**src/rtl/i2cbfs_pkg.sv**
```systemverilog
// ----------------------------------------------------------------------------
// i2cbfs_pkg
// Types and segment tables for the I2C byte frame sequencer.
// ----------------------------------------------------------------------------
package i2cbfs_pkg;

  typedef enum logic [1:0] {
    KIND_TICK  = 2'd0,
    KIND_WRITE = 2'd1,
    KIND_READ  = 2'd2
  } req_kind_t;

  typedef enum logic [2:0] {
    SEG_START = 3'd0,
    SEG_WBYTE = 3'd1,
    SEG_ACK   = 3'd2,
    SEG_READ  = 3'd3,
    SEG_NACK  = 3'd4,
    SEG_STOP  = 3'd5
  } seg_kind_t;

  typedef enum logic [1:0] {
    SRC_ADDR    = 2'd0,
    SRC_REG     = 2'd1,
    SRC_DATA    = 2'd2,
    SRC_ADDR_RD = 2'd3
  } seg_src_t;

  typedef struct packed {
    seg_kind_t kind;
    seg_src_t  src;
  } segment_t;

  typedef struct packed {
    logic [1:0] kind;
    logic [7:0] slave_address;
    logic [7:0] memory_address;
    logic [7:0] write_data;
    logic       sda_in;
  } req_t;

  typedef struct packed {
    logic       scl;
    logic       sda;
    logic       busy_res;
    logic       done_res;
    logic [7:0] read_data;
  } res_t;

  localparam logic [3:0] WR_LAST_SEG = 4'd7;
  localparam logic [3:0] RD_LAST_SEG = 4'd10;

  // Segment list of each frame
  function automatic segment_t seg_lookup(input logic is_read, input logic [3:0] idx);
    segment_t s;
    s = '{kind: SEG_STOP, src: SRC_ADDR};
    if (!is_read) begin
      unique case (idx)
        4'd0:    s = '{kind: SEG_START, src: SRC_ADDR};
        4'd1:    s = '{kind: SEG_WBYTE, src: SRC_ADDR};
        4'd2:    s = '{kind: SEG_ACK,   src: SRC_ADDR};
        4'd3:    s = '{kind: SEG_WBYTE, src: SRC_REG};
        4'd4:    s = '{kind: SEG_ACK,   src: SRC_ADDR};
        4'd5:    s = '{kind: SEG_WBYTE, src: SRC_DATA};
        4'd6:    s = '{kind: SEG_ACK,   src: SRC_ADDR};
        default: s = '{kind: SEG_STOP,  src: SRC_ADDR};
      endcase
    end else begin
      unique case (idx)
        4'd0:    s = '{kind: SEG_START, src: SRC_ADDR};
        4'd1:    s = '{kind: SEG_WBYTE, src: SRC_ADDR};
        4'd2:    s = '{kind: SEG_ACK,   src: SRC_ADDR};
        4'd3:    s = '{kind: SEG_WBYTE, src: SRC_REG};
        4'd4:    s = '{kind: SEG_ACK,   src: SRC_ADDR};
        4'd5:    s = '{kind: SEG_START, src: SRC_ADDR};
        4'd6:    s = '{kind: SEG_WBYTE, src: SRC_ADDR_RD};
        4'd7:    s = '{kind: SEG_ACK,   src: SRC_ADDR};
        4'd8:    s = '{kind: SEG_READ,  src: SRC_ADDR};
        4'd9:    s = '{kind: SEG_NACK,  src: SRC_ADDR};
        default: s = '{kind: SEG_STOP,  src: SRC_ADDR};
      endcase
    end
    return s;
  endfunction

  // Offset of the final phase within a segment
  function automatic logic [4:0] seg_last_off(input seg_kind_t kind);
    logic [4:0] n;
    unique case (kind)
      SEG_START: n = 5'd2;
      SEG_WBYTE: n = 5'd23;
      SEG_ACK:   n = 5'd7;
      SEG_READ:  n = 5'd15;
      SEG_NACK:  n = 5'd2;
      SEG_STOP:  n = 5'd3;
      default:   n = 5'd3;
    endcase
    return n;
  endfunction

endpackage

```
**src/rtl/i2cbfs_if.sv**
```systemverilog
// ----------------------------------------------------------------------------
// i2cbfs_if
// Valid/ready channels carrying request and result items.
// ----------------------------------------------------------------------------
interface i2cbfs_req_if;
  logic                valid;
  logic                ready;
  i2cbfs_pkg::req_t    data;

  modport source (output valid, output data, input ready);
  modport sink   (input valid, input data, output ready);
endinterface

interface i2cbfs_res_if;
  logic                valid;
  logic                ready;
  i2cbfs_pkg::res_t    data;

  modport source (output valid, output data, input ready);
  modport sink   (input valid, input data, output ready);
endinterface

```
**src/rtl/i2cbfs_core.sv**
```systemverilog
// ----------------------------------------------------------------------------
// i2cbfs_core
// Frame state, phase timer and pin drive; one step per accepted item.
// ----------------------------------------------------------------------------
module i2cbfs_core (
  input  logic              clk,
  input  logic              rst,
  input  logic              cfg_wr_en,
  input  logic [15:0]       cfg_wr_data,
  input  logic              adv,
  input  i2cbfs_pkg::req_t  item,
  output i2cbfs_pkg::res_t  result
);
  import i2cbfs_pkg::*;

  logic [15:0] ticks_per_phase;
  logic        busy, busy_next;
  logic        is_read, is_read_next;
  logic [7:0]  addr_b, addr_b_next;
  logic [7:0]  reg_b, reg_b_next;
  logic [7:0]  data_b, data_b_next;
  logic [7:0]  rx_b, rx_b_next;
  logic [15:0] tick_cnt, tick_cnt_next;
  logic [3:0]  seg_idx, seg_idx_next;
  logic [4:0]  seg_off, seg_off_next;
  logic [1:0]  slot, slot_next;
  logic [2:0]  bit_cnt, bit_cnt_next;
  logic        scl, scl_next;
  logic        sda, sda_next;

  logic        start, step, done, seg_end;
  logic [15:0] limit, tick_inc;
  logic [1:0]  slot_max;
  logic [2:0]  bit_sel;
  logic [7:0]  src_byte;
  segment_t    cur_seg, new_seg;

  assign limit    = (ticks_per_phase == 16'd0) ? 16'd1 : ticks_per_phase;
  assign tick_inc = tick_cnt + 16'd1;
  assign start    = !busy && (item.kind == KIND_WRITE || item.kind == KIND_READ);
  assign step     = busy && (tick_inc >= limit);
  assign cur_seg  = seg_lookup(is_read, seg_idx);
  assign seg_end  = (seg_off == seg_last_off(cur_seg.kind));
  assign slot_max = (cur_seg.kind == SEG_WBYTE) ? 2'd2 : 2'd1;

  always_comb begin
    busy_next     = busy;
    is_read_next  = is_read;
    addr_b_next   = addr_b;
    reg_b_next    = reg_b;
    data_b_next   = data_b;
    rx_b_next     = rx_b;
    tick_cnt_next = tick_cnt;
    seg_idx_next  = seg_idx;
    seg_off_next  = seg_off;
    slot_next     = slot;
    bit_cnt_next  = bit_cnt;
    scl_next      = scl;
    sda_next      = sda;
    done          = 1'b0;

    if (start) begin
      busy_next     = 1'b1;
      is_read_next  = (item.kind == KIND_READ);
      addr_b_next   = item.slave_address;
      reg_b_next    = item.memory_address;
      data_b_next   = (item.kind == KIND_READ) ? 8'd0 : item.write_data;
      tick_cnt_next = 16'd0;
      seg_idx_next  = 4'd0;
      seg_off_next  = 5'd0;
      slot_next     = 2'd0;
      bit_cnt_next  = 3'd0;
    end else if (busy) begin
      tick_cnt_next = step ? 16'd0 : tick_inc;
      if (step) begin
        if (seg_end) begin
          seg_idx_next = seg_idx + 4'd1;
          seg_off_next = 5'd0;
          slot_next    = 2'd0;
          bit_cnt_next = 3'd0;
        end else begin
          seg_off_next = seg_off + 5'd1;
          if (slot == slot_max) begin
            slot_next    = 2'd0;
            bit_cnt_next = bit_cnt + 3'd1;
          end else begin
            slot_next = slot + 2'd1;
          end
        end
      end
    end

    new_seg = seg_lookup(is_read_next, seg_idx_next);
    bit_sel = 3'd7 - bit_cnt_next;
    case (new_seg.src)
      SRC_ADDR: src_byte = addr_b_next;
      SRC_REG:  src_byte = reg_b_next;
      SRC_DATA: src_byte = data_b_next;
      default:  src_byte = addr_b_next | 8'd1;
    endcase

    // Apply the phase just reached
    if (start || step) begin
      unique case (new_seg.kind)
        SEG_START: begin
          if (seg_off_next == 5'd0) scl_next = 1'b1;
          else if (seg_off_next == 5'd1) sda_next = 1'b1;
          else sda_next = 1'b0;
        end
        SEG_WBYTE: begin
          if (slot_next == 2'd0) scl_next = 1'b0;
          else if (slot_next == 2'd1) sda_next = src_byte[bit_sel];
          else scl_next = 1'b1;
        end
        SEG_ACK: begin
          if (seg_off_next == 5'd0 || seg_off_next == 5'd7) scl_next = 1'b0;
          else if (seg_off_next == 5'd1) sda_next = 1'b1;
          else if (seg_off_next == 5'd2) scl_next = 1'b1;
        end
        SEG_READ: begin
          if (slot_next == 2'd0) begin
            scl_next = 1'b1;
            if (item.sda_in) data_b_next[bit_sel] = 1'b1;
          end else begin
            scl_next = 1'b0;
          end
        end
        SEG_NACK: begin
          if (seg_off_next == 5'd0) scl_next = 1'b0;
          else if (seg_off_next == 5'd1) sda_next = 1'b1;
          else scl_next = 1'b1;
        end
        default: begin
          if (seg_off_next == 5'd0) scl_next = 1'b0;
          else if (seg_off_next == 5'd1) sda_next = 1'b0;
          else if (seg_off_next == 5'd2) scl_next = 1'b1;
          else sda_next = 1'b1;
        end
      endcase
    end

    // Last stop phase: drop back to idle
    if (step && new_seg.kind == SEG_STOP && seg_off_next == 5'd3 &&
        seg_idx_next == (is_read ? RD_LAST_SEG : WR_LAST_SEG)) begin
      done         = 1'b1;
      busy_next    = 1'b0;
      seg_idx_next = 4'd0;
      seg_off_next = 5'd0;
      slot_next    = 2'd0;
      bit_cnt_next = 3'd0;
      if (is_read) rx_b_next = data_b_next;
    end
  end

  assign result = '{scl: scl_next, sda: sda_next, busy_res: busy_next,
                    done_res: done, read_data: rx_b_next};

  always_ff @(posedge clk) begin
    if (rst) begin
      ticks_per_phase <= 16'd1;
    end else if (cfg_wr_en) begin
      ticks_per_phase <= cfg_wr_data;
    end
  end

  always_ff @(posedge clk) begin
    if (rst) begin
      busy     <= 1'b0;
      is_read  <= 1'b0;
      addr_b   <= 8'd0;
      reg_b    <= 8'd0;
      data_b   <= 8'd0;
      rx_b     <= 8'd0;
      tick_cnt <= 16'd0;
      seg_idx  <= 4'd0;
      seg_off  <= 5'd0;
      slot     <= 2'd0;
      bit_cnt  <= 3'd0;
      scl      <= 1'b1;
      sda      <= 1'b1;
    end else if (adv) begin
      busy     <= busy_next;
      is_read  <= is_read_next;
      addr_b   <= addr_b_next;
      reg_b    <= reg_b_next;
      data_b   <= data_b_next;
      rx_b     <= rx_b_next;
      tick_cnt <= tick_cnt_next;
      seg_idx  <= seg_idx_next;
      seg_off  <= seg_off_next;
      slot     <= slot_next;
      bit_cnt  <= bit_cnt_next;
      scl      <= scl_next;
      sda      <= sda_next;
    end
  end

`ifndef SYNTH
  a_idle_position: assert property (@(posedge clk) disable iff (rst)
    !busy |-> (seg_idx == 4'd0 && seg_off == 5'd0 && tick_cnt == 16'd0))
    else $error("idle with frame position not cleared");

  a_end_only_on_done: assert property (@(posedge clk) disable iff (rst)
    (adv && busy && !busy_next) |-> done)
    else $error("frame ended without done");

  a_done_is_step: assert property (@(posedge clk) disable iff (rst)
    done |-> (step && tick_cnt_next == 16'd0))
    else $error("done outside a phase step");
`endif

endmodule

```
**src/rtl/i2c_master_byte_frame_sequencer.sv**
```systemverilog
// ----------------------------------------------------------------------------
// i2c_master_byte_frame_sequencer
// I2C master sequencing single-byte register write and read frames.
// ----------------------------------------------------------------------------
// Usage:
//   req  : request items. kind 0 is a tick, 1 starts a write frame
//          (start, address, register, data, stop), 2 starts a read frame
//          (start, address, register, repeated start, address|1, eight bits,
//          nack, stop). Requests while a frame runs count as ticks.
//   res  : one result item per request item: SCL level, SDA drive, busy,
//          done pulse on the last stop phase, last byte read.
//   cfg  : cfg_wr_en/cfg_wr_data set ticks_per_phase (0 acts as 1); write
//          it only while idle.
// Timing: each item's result is registered and appears in the cycle after
// acceptance; one item is taken every cycle while the result is drained.
// A write frame spans 103 phases, a read frame 125, each phase held for
// ticks_per_phase items.
// Reset: no result pending, both lines released high, ticks_per_phase 1.
// Stall: while a result waits and res.ready is low, req.ready is low and
// the result holds.
// ----------------------------------------------------------------------------
module i2c_master_byte_frame_sequencer (
  input  logic         clk,
  input  logic         rst,
  input  logic         cfg_wr_en,
  input  logic [15:0]  cfg_wr_data,
  i2cbfs_req_if.sink   req,
  i2cbfs_res_if.source res
);
  import i2cbfs_pkg::*;

  logic   adv;
  res_t   step_res;
  logic   res_valid;
  res_t   res_data;

  assign req.ready = !res_valid || res.ready;
  assign adv       = req.valid && req.ready;

  i2cbfs_core u_core (
    .clk         (clk),
    .rst         (rst),
    .cfg_wr_en   (cfg_wr_en),
    .cfg_wr_data (cfg_wr_data),
    .adv         (adv),
    .item        (req.data),
    .result      (step_res)
  );

  always_ff @(posedge clk) begin
    if (rst) begin
      res_valid <= 1'b0;
    end else if (adv) begin
      res_valid <= 1'b1;
    end else if (res.ready) begin
      res_valid <= 1'b0;
    end
  end

  // Payload: load on accept, hold otherwise
  always_ff @(posedge clk) begin
    if (adv) begin
      res_data <= step_res;
    end
  end

  assign res.valid = res_valid;
  assign res.data  = res_data;

`ifndef SYNTH
  a_accept_gives_result: assert property (@(posedge clk) disable iff (rst)
    (req.valid && req.ready) |=> res.valid)
    else $error("accepted item produced no result");

  a_done_not_busy: assert property (@(posedge clk) disable iff (rst)
    (res.valid && res.data.done_res) |-> !res.data.busy_res)
    else $error("done reported while busy");

  a_result_loaded: assert property (@(posedge clk) disable iff (rst)
    (req.valid && req.ready) |=> (res.data == $past(step_res)))
    else $error("result register not loaded from step");
`endif

endmodule
```
**src/flat_wrapper.sv**
```systemverilog
// flat-port wrapper written by rule: the top's interface ports become plain ports
module i2c_master_byte_frame_sequencer_flat import i2cbfs_pkg::*;
  (clk, rst, cfg_wr_en, cfg_wr_data, req_valid, req_data, req_ready, res_valid, res_data, res_ready);
  i2cbfs_req_if req_i ();
  i2cbfs_res_if res_i ();
  input  logic clk;
  input  logic rst;
  input  logic cfg_wr_en;
  input  logic [15:0] cfg_wr_data;
  input wire logic [$bits(req_i.valid)-1:0] req_valid;
  input wire logic [$bits(req_i.data)-1:0] req_data;
  output wire logic [$bits(req_i.ready)-1:0] req_ready;
  output wire logic [$bits(res_i.valid)-1:0] res_valid;
  output wire logic [$bits(res_i.data)-1:0] res_data;
  input wire logic [$bits(res_i.ready)-1:0] res_ready;
  assign req_i.valid = req_valid;
  assign req_i.data = req_data;
  assign req_ready = req_i.ready;
  assign res_valid = res_i.valid;
  assign res_data = res_i.data;
  assign res_i.ready = res_ready;
  i2c_master_byte_frame_sequencer u_core (.clk(clk), .rst(rst), .cfg_wr_en(cfg_wr_en), .cfg_wr_data(cfg_wr_data), .req(req_i), .res(res_i));
endmodule
```
**config.mk**
```make
export PLATFORM = sky130hd
export DESIGN_NAME = i2c_master_byte_frame_sequencer_flat
export DESIGN_NICKNAME = d
export VERILOG_FILES = /design/src/rtl/i2cbfs_pkg.sv /design/src/rtl/i2cbfs_if.sv /design/src/rtl/i2cbfs_core.sv /design/src/rtl/i2c_master_byte_frame_sequencer.sv /design/src/flat_wrapper.sv
export SDC_FILE = /design/constraint.sdc
export NUM_CORES = 1
export LEC_CHECK = 0
export BUFFER_PORTS_ARGS = -buffer_cell sky130_fd_sc_hd__buf_2
export CELL_PAD_IN_SITES_DETAIL_PLACEMENT = 1
export CELL_PAD_IN_SITES_GLOBAL_PLACEMENT = 1
export CORE_UTILIZATION = 45
export CTS_CLUSTER_SIZE = 40
export DETAILED_ROUTE_END_ITERATION = 8
export GPL_TIMING_DRIVEN = 0
export HOLD_SLACK_MARGIN = 0.03
export PLACE_DENSITY = 0.85
export SLEW_MARGIN = 20
export SYNTH_ARGS = -nofsm -noshare
export SYNTH_HDL_FRONTEND = slang
export SYNTH_HIERARCHICAL = 1
export SYNTH_SLANG_ARGS = --single-unit
```
**constraint.sdc**
```tcl
create_clock -name clk -period 7.82 [get_ports clk]
set_clock_uncertainty 0.15 [all_clocks]
set_input_delay 1.173 -clock clk [delete_from_list [all_inputs] [get_ports clk]]
set_output_delay 1.173 -clock clk [all_outputs]
set_load 0.05 [all_outputs]
```
After elaboration in Yosys (flattened, before gate mapping)
Memory sizes are Yosys's and may differ from the RTL's. A register that Yosys moved wholly into a read port is not among the register bits.
Cells that the tools add are included.
Widths: inputs -> output; s select.
- register bits: 95
- memory bits (read-only): 160
- input bits: 48
- output and inout bits: 14
- logic and storage cells: 172
- memories: 2
- memory list (name ; depth ; width ; read ports ; clocked after memory_dff ; wr ports ; line ; source):
    (no name shown) ; 16 ; 5 ; 1 ; 0 ; 0 ; i2cbfs_pkg.sv:69 ; unique case (idx)
    (no name shown) ; 16 ; 5 ; 1 ; 1 ; 0 ; i2cbfs_pkg.sv:69 ;
- $add $sub $neg: 6
- magnitude comparators: 3
- eq/ne operators: 33
- multiplexer cells: 80
- bitwise operators: 1
- reduce and logical (&&, ||, !) cells: 27
- operators with widths (operator ; number):
    $mux 8 ; 10
    $mux 16 ; 4
    $pmux 5 s5 ; 2
    $mux 5 ; 7
    $mux 4 ; 8
    $mux 1 ; 30
    $eq 4x3->1 const B ; 6
    $pmux 8 s3 ; 1
    $pmux 5 s4 ; 1
    $mux 3 ; 6
    $add 16x1->16 const B ; 1
    $eq 4x2->1 const B ; 4
    $ge 16x16->1 ; 1
    $logic_not 16->1 ; 1
    $mux 2 ; 7
    $eq 3x2->1 const B ; 4
    $eq 5x2->1 const B ; 2
    $pmux 1 s5 ; 2
    $eq 3x3->1 const B ; 3
    $eq 4x1->1 const B ; 2
    $logic_not 4->1 ; 2
    $or 8x8->8 ; 1
    $logic_and 1x1->1 ; 7
    $eq 2x1->1 const B ; 3
    25 further kinds ; 35

Depth between registers and ports, before layout
Gate-level depths: netlist (run 1).
- depth in word-level cells: 24
- depth in mapped cells: 31
- depth with buffers taken out: 28

Hierarchy
Netlist (run 1), hierarchy kept.
- by module, submodules not included (module ; times used ; cells an instance ; area an instance (um^2) ; seq. area each (um^2)):
    i2cbfs_core ; 1 ; 826 ; 6180.9 ; 1701.6
    i2c_master_byte_frame_sequencer ; 1 ; 17 ; 415.4 ; 380.4

Worst setup path after synthesis (run 1)
Ideal clock, no wire load.
- kind: register to register
- start: reg u_core.u_core.tick_cnt[2]
- end: reg with a tool-made name
- setup time: 0.122 ns
- data arrival time: 5.780 ns
- required time: 7.548 ns
- path slack: 1.768 ns
- cell stages (with the launch flop): 31
- path buffers: 4
- period minus slack after synthesis: 6.052 ns
- path through: dfxtp_1 > and3_1 > and3_1 > and3_1 > and3_1 > and3_1 > nand3_1 > xnor2_1 > ha_1 > a21oi_1 > o21ai_0 > a22oi_1 > o21a_1 > clkbuf_1 > buf_1 > nor3_1 > nor2_1 > ha_1 > buf_1 > nand2b_1 > a211oi_1 > a311oi_1 > a21oi_1 > o22ai_1 > buf_2 > nand2_1 > nand3_1 > a21oi_1 > ha_1 > nor2b_1 > o32a_1
- RTL lines (item ; line ; source):
    start: declaration ; i2cbfs_core.sv:23 ; logic [15:0] tick_cnt, tick_cnt_next;
    start signal: assignment ; i2cbfs_core.sv:188 ; tick_cnt <= tick_cnt_next;

==> results of run 1 <==
[how the worst min path moves through the flow]
stage               cells past startpoint                 endpoint               startpoint  slack [ns]
finish                                  2  u_core/u_core/addr_b[5]  u_core/u_core/addr_b[5]        0.31
global route                            2  u_core/u_core/addr_b[3]  u_core/u_core/addr_b[3]        0.32
CTS                                     2  u_core/u_core/addr_b[1]  u_core/u_core/addr_b[1]        0.31
detailed placement                      2   u_core/u_core/reg_b[2]   u_core/u_core/reg_b[2]        0.30
global placement                        2  u_core/u_core/addr_b[1]  u_core/u_core/addr_b[1]        0.29
floorplan                               2  u_core/u_core/addr_b[1]  u_core/u_core/addr_b[1]        0.29
[cells in the mapped netlist, drive strengths merged (8+ instances only)]
library cell,number
nand2,106
nor2,95
dfxtp,86
a21oi,72
inv,38
o21ai,38
clkbuf,35
ha,32
mux2i,32
nand3,32
a211oi,29
buf,22
nor3,22
and3,15
nand4,14
edfxtp,12
xor2,11
nand3b,8
nor2b,8
[repair_timing]
item	4_1_cts	5_1_grt
gates resized for setup	2	9
hold buffers	0	0
endpoints found under the setup margin	1	7
[routing by layer]
metal / part of all wire [%] / GRT usage, % / routed length [um]
met3: 5.3 / 4.15 / 1170
met1: 44 / 39.1 / 9750
met2: 48 / 50.7 / 10600
met5: 0 / 0 / 0
met4: 3.3 / 12.8 / 727
[report_power, final]
group,internal (mW),switching [mW]
clock network,0.259,0.233
logic,0.0688,0.146
registers,0.528,0.0134
total,0.857,0.393
[kinds of logic after synthesis]
kind of cell / synth area share (%)
AND/OR/NAND/NOR: 25.3
flip-flops: 31.6
adder cells (fa/ha/maj): 6.07
buffers and inverters: 6.16
AO/OA/AOI/OAI: 22.8
multiplexers: 6.05
XOR/XNOR: 1.99
[area by class of cell]
cell class	instances	share of cell area, %
well taps	180	3.02
clock buffers	9	3.02
plain buffers	55	3.46
flip-flops and latches	98	27.9
inverters	39	1.96
repair buffers	60	4.03
multi-input cells	649	55.3
clock inverters	7	1.29
[stage by stage]
step	cells	utilization [%]	area, sq um	setup WS [ns]
after global routing	1097	52.9	7460	0.0249
after CTS	1099	52.8	7450	0.0344
after floorplan	843	-	6600	1.77
after global placement	1083	50.5	7120	0.194
after detailed placement	1083	50.5	7120	0.0634
final	1097	52.9	7460	0.533
[state kept, by name (all words and copies together), names as in the netlist, named ones only]
register                       flops
u_core/u_core/bit_cnt              3
u_core/u_core/busy                 1
u_core/u_core/is_read              1
u_core/u_core/tick_cnt            16
u_core/u_core/data_b               8
u_core/u_core/addr_b               8
u_core/u_core/scl                  1
u_core/u_core/ticks_per_phase     16
u_core/u_core/sda                  1
u_core/u_core/slot                 2
u_core/u_core/seg_idx              4
u_core/u_core/seg_off              5
u_core/res.valid                   1
u_core/u_core/reg_b                8
u_core/u_core/rx_b                 8
u_core/res.data                   12
[worst max-delay path, delay by kind of cell, from the launching register on]
kind	cells	cell delay [ns]
buffers and inverters	5	0.94
AO/OA/AOI/OAI	9	2.20
adder cells (fa/ha/maj)	3	0.72
AND/OR/NAND/NOR	11	2.44
XOR/XNOR	1	0.27
flip-flops	1	0.42
==> summary.md, run 1 <==
| Metric | Value |
|---|---|
| Final Hold Viols | `0` |
| Worst slew pin tran | `0.785 ns` |
| PnR Total Power | `1.25 mW` |
| Startpoint types | `register` |
| CTS Root Cell | `clkbuf_16` |
| CP required | `7.91 ns` |
| Starting Density | `46.8%` |
| Wire per inst | `20.2 um` |
| Area taken by flip-flops and latches | `2080 sq um` |
| Hpwl dp | `16,500 um` |
| RSZ-0062 raised after global routing | `false` |
| Async S/R FF share, synth | `0%` |
| Status | `completed` |
| Share of cells above drive strength 1 | `13.7%` |
| Number of buffers created by CTS | `9` |
| FF-to-FF Start | `u_core/u_core/tick_cnt[0]` |
| Vias in the first global route | `6,507` |
| Syn Nets | `923` |
| P_leak | `3.08 nW` |
| Max Freq | `0.137 GHz` |
| Synthesis-to-layout area growth | `13.1%` |
| Hold_ws | `between 0.3 and 0.4 ns` |
| Critical Path Fanout Max | `10` |
| Fin. max-slew vios | `0` |
| Footprint of the multi-input gates | `4130 sq um` |
| Setup Viol. Count Final | `0` |
| First-pass GRT wire length | `about 35,000 um` |
| DRC Markers | `0` |
| Syn_area_per_cell | `7.82 sq um` |
| Top post-synthesis cells by area | `dfxtp_1, ha_1, nand2_1` |
| Via count | `6,686` |
| Total core area | `14,100 sq um` |
| Maximum VDD drop | `0.101 mV` |
| WL final | `22,200 um` |
| Setup crit end kind | `register` |
| Yosys warns | `6` |
| Post-CTS setup buffer count | `0` |
| Biggest cell delay along the critical path | `0.42 ns` |
| Commonest non-fill, non-tap cells in the layout | `nand2_1, nor2_1, dfxtp_1, a21oi_1, buf_2` |
| CTS tree | `built` |
| Final global-route overflow total | `0` |
| Ys flop type | `dfxtp_1` |
| DR pass1 iterations | `6` |
| Initial antenna violation count | `0` |
| Worst Reg-to-Reg Cells | `29` |
| Cell variety after synth | `82` |
| Crit path max-delay cell type | `dfxtp_1` |
| Fin nets | `992` |
| Most used cell, CP | `and3_1` |
| Synth top area share | `between 20% and 30%` |
| Top Ports | `62` |
| EDFF count, synth | `12` |
| Die span in y | `123 um` |
| Most common cell after layout, fill and taps aside | `nand2_1` |
| Post-DR vias/cell | `about 6` |
| Clock Path Buffers | `2` |
| FILL cells | `1,810` |
| Die Width | `123 um` |
| Largest net degree at the start of global routing | `20` |
| Clock sinks | `98` |
| Post-synth top area cell | `dfxtp_1` |
| PortBufs | `60` |
| Seq cells post-synth | `98` |
| Die area | `15,100 sq um` |
| N_diodes | `0` |
| CTS HTree Levels | `3` |
| Antenna viol nets, final | `0` |
| Mapped Cells | `843` |
| DRT iter0 DRCs | `508` |
| Total track usage | `30.3%` |
| Period utilisation layout | `93.2%` |
| Cell area power density | `around 170 nW/um^2` |
| Arrival @ worst endpoint | `7.38 ns` |
| Hold/Removal Path Class | `register to register` |
| Register area share after synthesis | `31.6%` |
| Worst Path Class, Setup | `register to register` |
| Worst setup path startpoint | `u_core/u_core/tick_cnt[0]` |
| Slew headroom | `about 48%` |
| Tmin final | `7.29 ns` |
| R2R Setup Slk | `0.53 ns` |
| # rows | `43` |
| Max-cap violations | `0` |
| Worst-Skew Late Latency | `0.36 ns` |
| Synthesized cell area | `between 6000 and 7000 sq um` |
| Gpl congestion | `0.934` |
| Final setup TNS | `0 ns` |
| Clock-pin transition on the worst setup and hold timing paths | `0.08 ns` |
Note: power is estimated with default switching activity, not from simulation.
==> run 2: changes to the inputs <==
CELL_PAD_IN_SITES_DETAIL_PLACEMENT = 2   (was 1)
CELL_PAD_IN_SITES_GLOBAL_PLACEMENT = 2   (was 1)
CORE_UTILIZATION = 36   (was 45)
==> summary.md, run 2 (same netlist as run 1, synthesis figures left out) <==
| Metric | Value |
|---|---|
| Top Ports | `62` |
| Post-DR vias/cell | `about 6.1` |
| Most common cell after layout, fill and taps aside | `nand2_1` |
| Tmin final | `7.47 ns` |
| Placed Instances | `1,132` |
| Slew headroom | `about two fifths` |
| Clock sinks | `98` |
| FILL cells | `between 2,000 and 2,500` |
| Global Route met1 Usage | `approximately a third` |
| Period utilisation layout | `95.6%` |
| # rows | `49` |
| Hold Path Depth | `2` |
| Crit path max-delay family | `compound AO/OA/AOI/OAI gates` |
| Startpoint types | `register` |
| Max-cap violations | `0` |
| Final worst slack | `0.345 ns` |
| Antenna viol nets, final | `0` |
| Clock Path Buffers | `2` |
| Worst slew pin tran | `0.882 ns` |
| Gpl congestion | `around 0.87` |
| Final Hold Viols | `0` |
| Vias in the first global route | `7,385` |
| First-pass GRT wire length | `41,200 um` |
| CTS Root Cell | `clkbuf_16` |
| Setup Viol. Count Final | `0` |
| Die Width | `137 um` |
| Arrival @ worst endpoint | `7.57 ns` |
| Synthesis-to-layout area growth | `14.6%` |
| CTS tree | `built` |
| DRC Markers | `0` |
| Critical Path Fanout Max | `10` |
| Crit path max-delay cell type | `or4_4` |
| Met2 usage | `51.3%` |
| Initial antenna violation count | `0` |
| GR met3 Demand/Resource | `3.64%` |
| Footprint of the multi-input gates | `4150 sq um` |
| CTS HTree Levels | `3` |
| WL final | `27,000 um` |
| Total track usage | `29.0%` |
| Maximum VDD drop | `0.118 mV` |
| Final instance area | `7560 sq um` |
| Max Freq | `0.134 GHz` |
| Total core area | `18,000 sq um` |
| Wire per inst | `23.4 um` |
| Starting Density | `36.7%` |
| Share of cells above drive strength 1 | `14.3%` |
| Gr busiest metal | `met2` |
| Worst Reg-to-Reg Cells | `23` |
| Worst-Skew Late Latency | `0.36 ns` |
| Hold/Removal Path Class | `register to register` |
| Clock-pin transition on the worst setup and hold timing paths | `0.08 ns` |
| Fin nets | `roughly 1,000` |
| Worst Path Class, Setup | `register to register` |
| Biggest cell delay along the critical path | `between 0.5 and 0.6 ns` |
| Largest net degree at the start of global routing | `21` |
| Fin. max-slew vios | `0` |
| Setup WS pre-CTS | `-0.385 ns` |
| Number of buffers created by CTS | `9` |
| Buffers & Inverters on Critical Path | `6` |
| Via count | `6,998` |
| DR pass1 iterations | `4` |
| Die area | `18,900 sq um` |
| Die span in y | `137 um` |
| Worst-path cell chain | `clkbuf_1 -> inv_1 -> ha_1 -> or4_4 -> o22a_1 -> or3_1 -> a32oi_4 -> clkbuf_1 -> nand3_1 -> a21oi_2 -> ha_1 -> inv_1 -> or3_1 -> clkbuf_1 -> a211o_1 -> o22ai_1 -> buf_2 -> nand2_2 -> nand3_1 -> a21oi_1 -> ha_1 -> nor2b_1 -> o32a_1` |
| Setup crit end kind | `register` |
| Final global-route overflow total | `0` |
| N_diodes | `0` |
| PortBufs | `60` |
| DRT iter0 DRCs | `480` |
| Cell area power density | `164 nW/um^2` |
| CTS Hold Bufs | `0` |
| P_leak | `about 3.1 nW` |
| Commonest non-fill, non-tap cells in the layout | `nand2_1, nor2_1, dfxtp_1, a21oi_1, buf_2` |
| Cell count along the critical path | `23` |
| Final cell count without fillers | `1,151` |
| Cell Area, Placed | `7180 sq um` |
| Status | `completed` |
| Hold_ws | `0.308 ns` |
| Area taken by flip-flops and latches | `2080 sq um` |
| CP required | `7.91 ns` |
| Hpwl dp | `19,500 um` |
run 2: cell count changes in the layout (fill, tap and decap cells not counted), sizes merged:
cell / before / now
bufinv: 1 / 0
clkbuf: 44 / 42
clkinv: 2 / 4
clkinvlp: 1 / 0
buf: 80 / 87
run 2: timing repair:
action	in CTS	in global routing
setup buffers	0	6
pin swaps	0	1
gates resized for setup	6	4
setup endpoints to repair	10	4
run 2: layout make-up:
type	count	area share, %
multi-input cells	649	54.8
flip-flops and latches	98	27.5
repair buffers	66	4.57
well taps	229	3.79
plain buffers	54	3.31
clock buffers	9	2.98
inverters	39	1.94
clock inverters	7	1.04
run 2: path summary, 6_finish.rpt:
kind	startpoint	endpoint	slack, ns
worst min-delay path	u_core/u_core/reg_b[0]	u_core/u_core/reg_b[0]	0.31
worst max register to register	u_core/u_core/seg_idx[0]	register	0.35
worst min register to register	u_core/u_core/reg_b[0]	u_core/u_core/reg_b[0]	0.31
worst max-delay path	u_core/u_core/seg_idx[0]	register	0.35
run 2: metal layers:
metal | vias to the layer above | part of all wire (%)
met1 | 3555 | 43
met4 | 0 | 3.1
met2 | 192 | 50
li1 | 3192 | -
met5 | - | 0
met3 | 59 | 3.5
run 2: worst register-to-register path: cells and delay by family, from the launching register on:
kind                     cells  cell delay, ns
flip-flops                   1            0.39
AO/OA/AOI/OAI                7            2.12
AND/OR/NAND/NOR              7            2.07
buffers and inverters        6            1.82
adder cells (fa/ha/maj)      3            0.79
run 2: per-stage QoR:
stage / utilization, % / power (mW) / setup TNS, ns
2_1_floorplan: - / 0.690 / 0
3_3_place_gp: 40.0 / 0.764 / -0.208
3_5_place_dp: 40.0 / 0.773 / -0.859
4_1_cts: 41.8 / 1.24 / 0
5_1_grt: 42.1 / 1.28 / -0.00391
6_report: 42.1 / 1.24 / 0
run 2: power by group:
| part | switching, mW | internal [mW] |
|---|---|---|
| Sequential | 0.0142 | 0.528 |
| Combinational | 0.159 | 0.0695 |
| Clock | 0.240 | 0.230 |
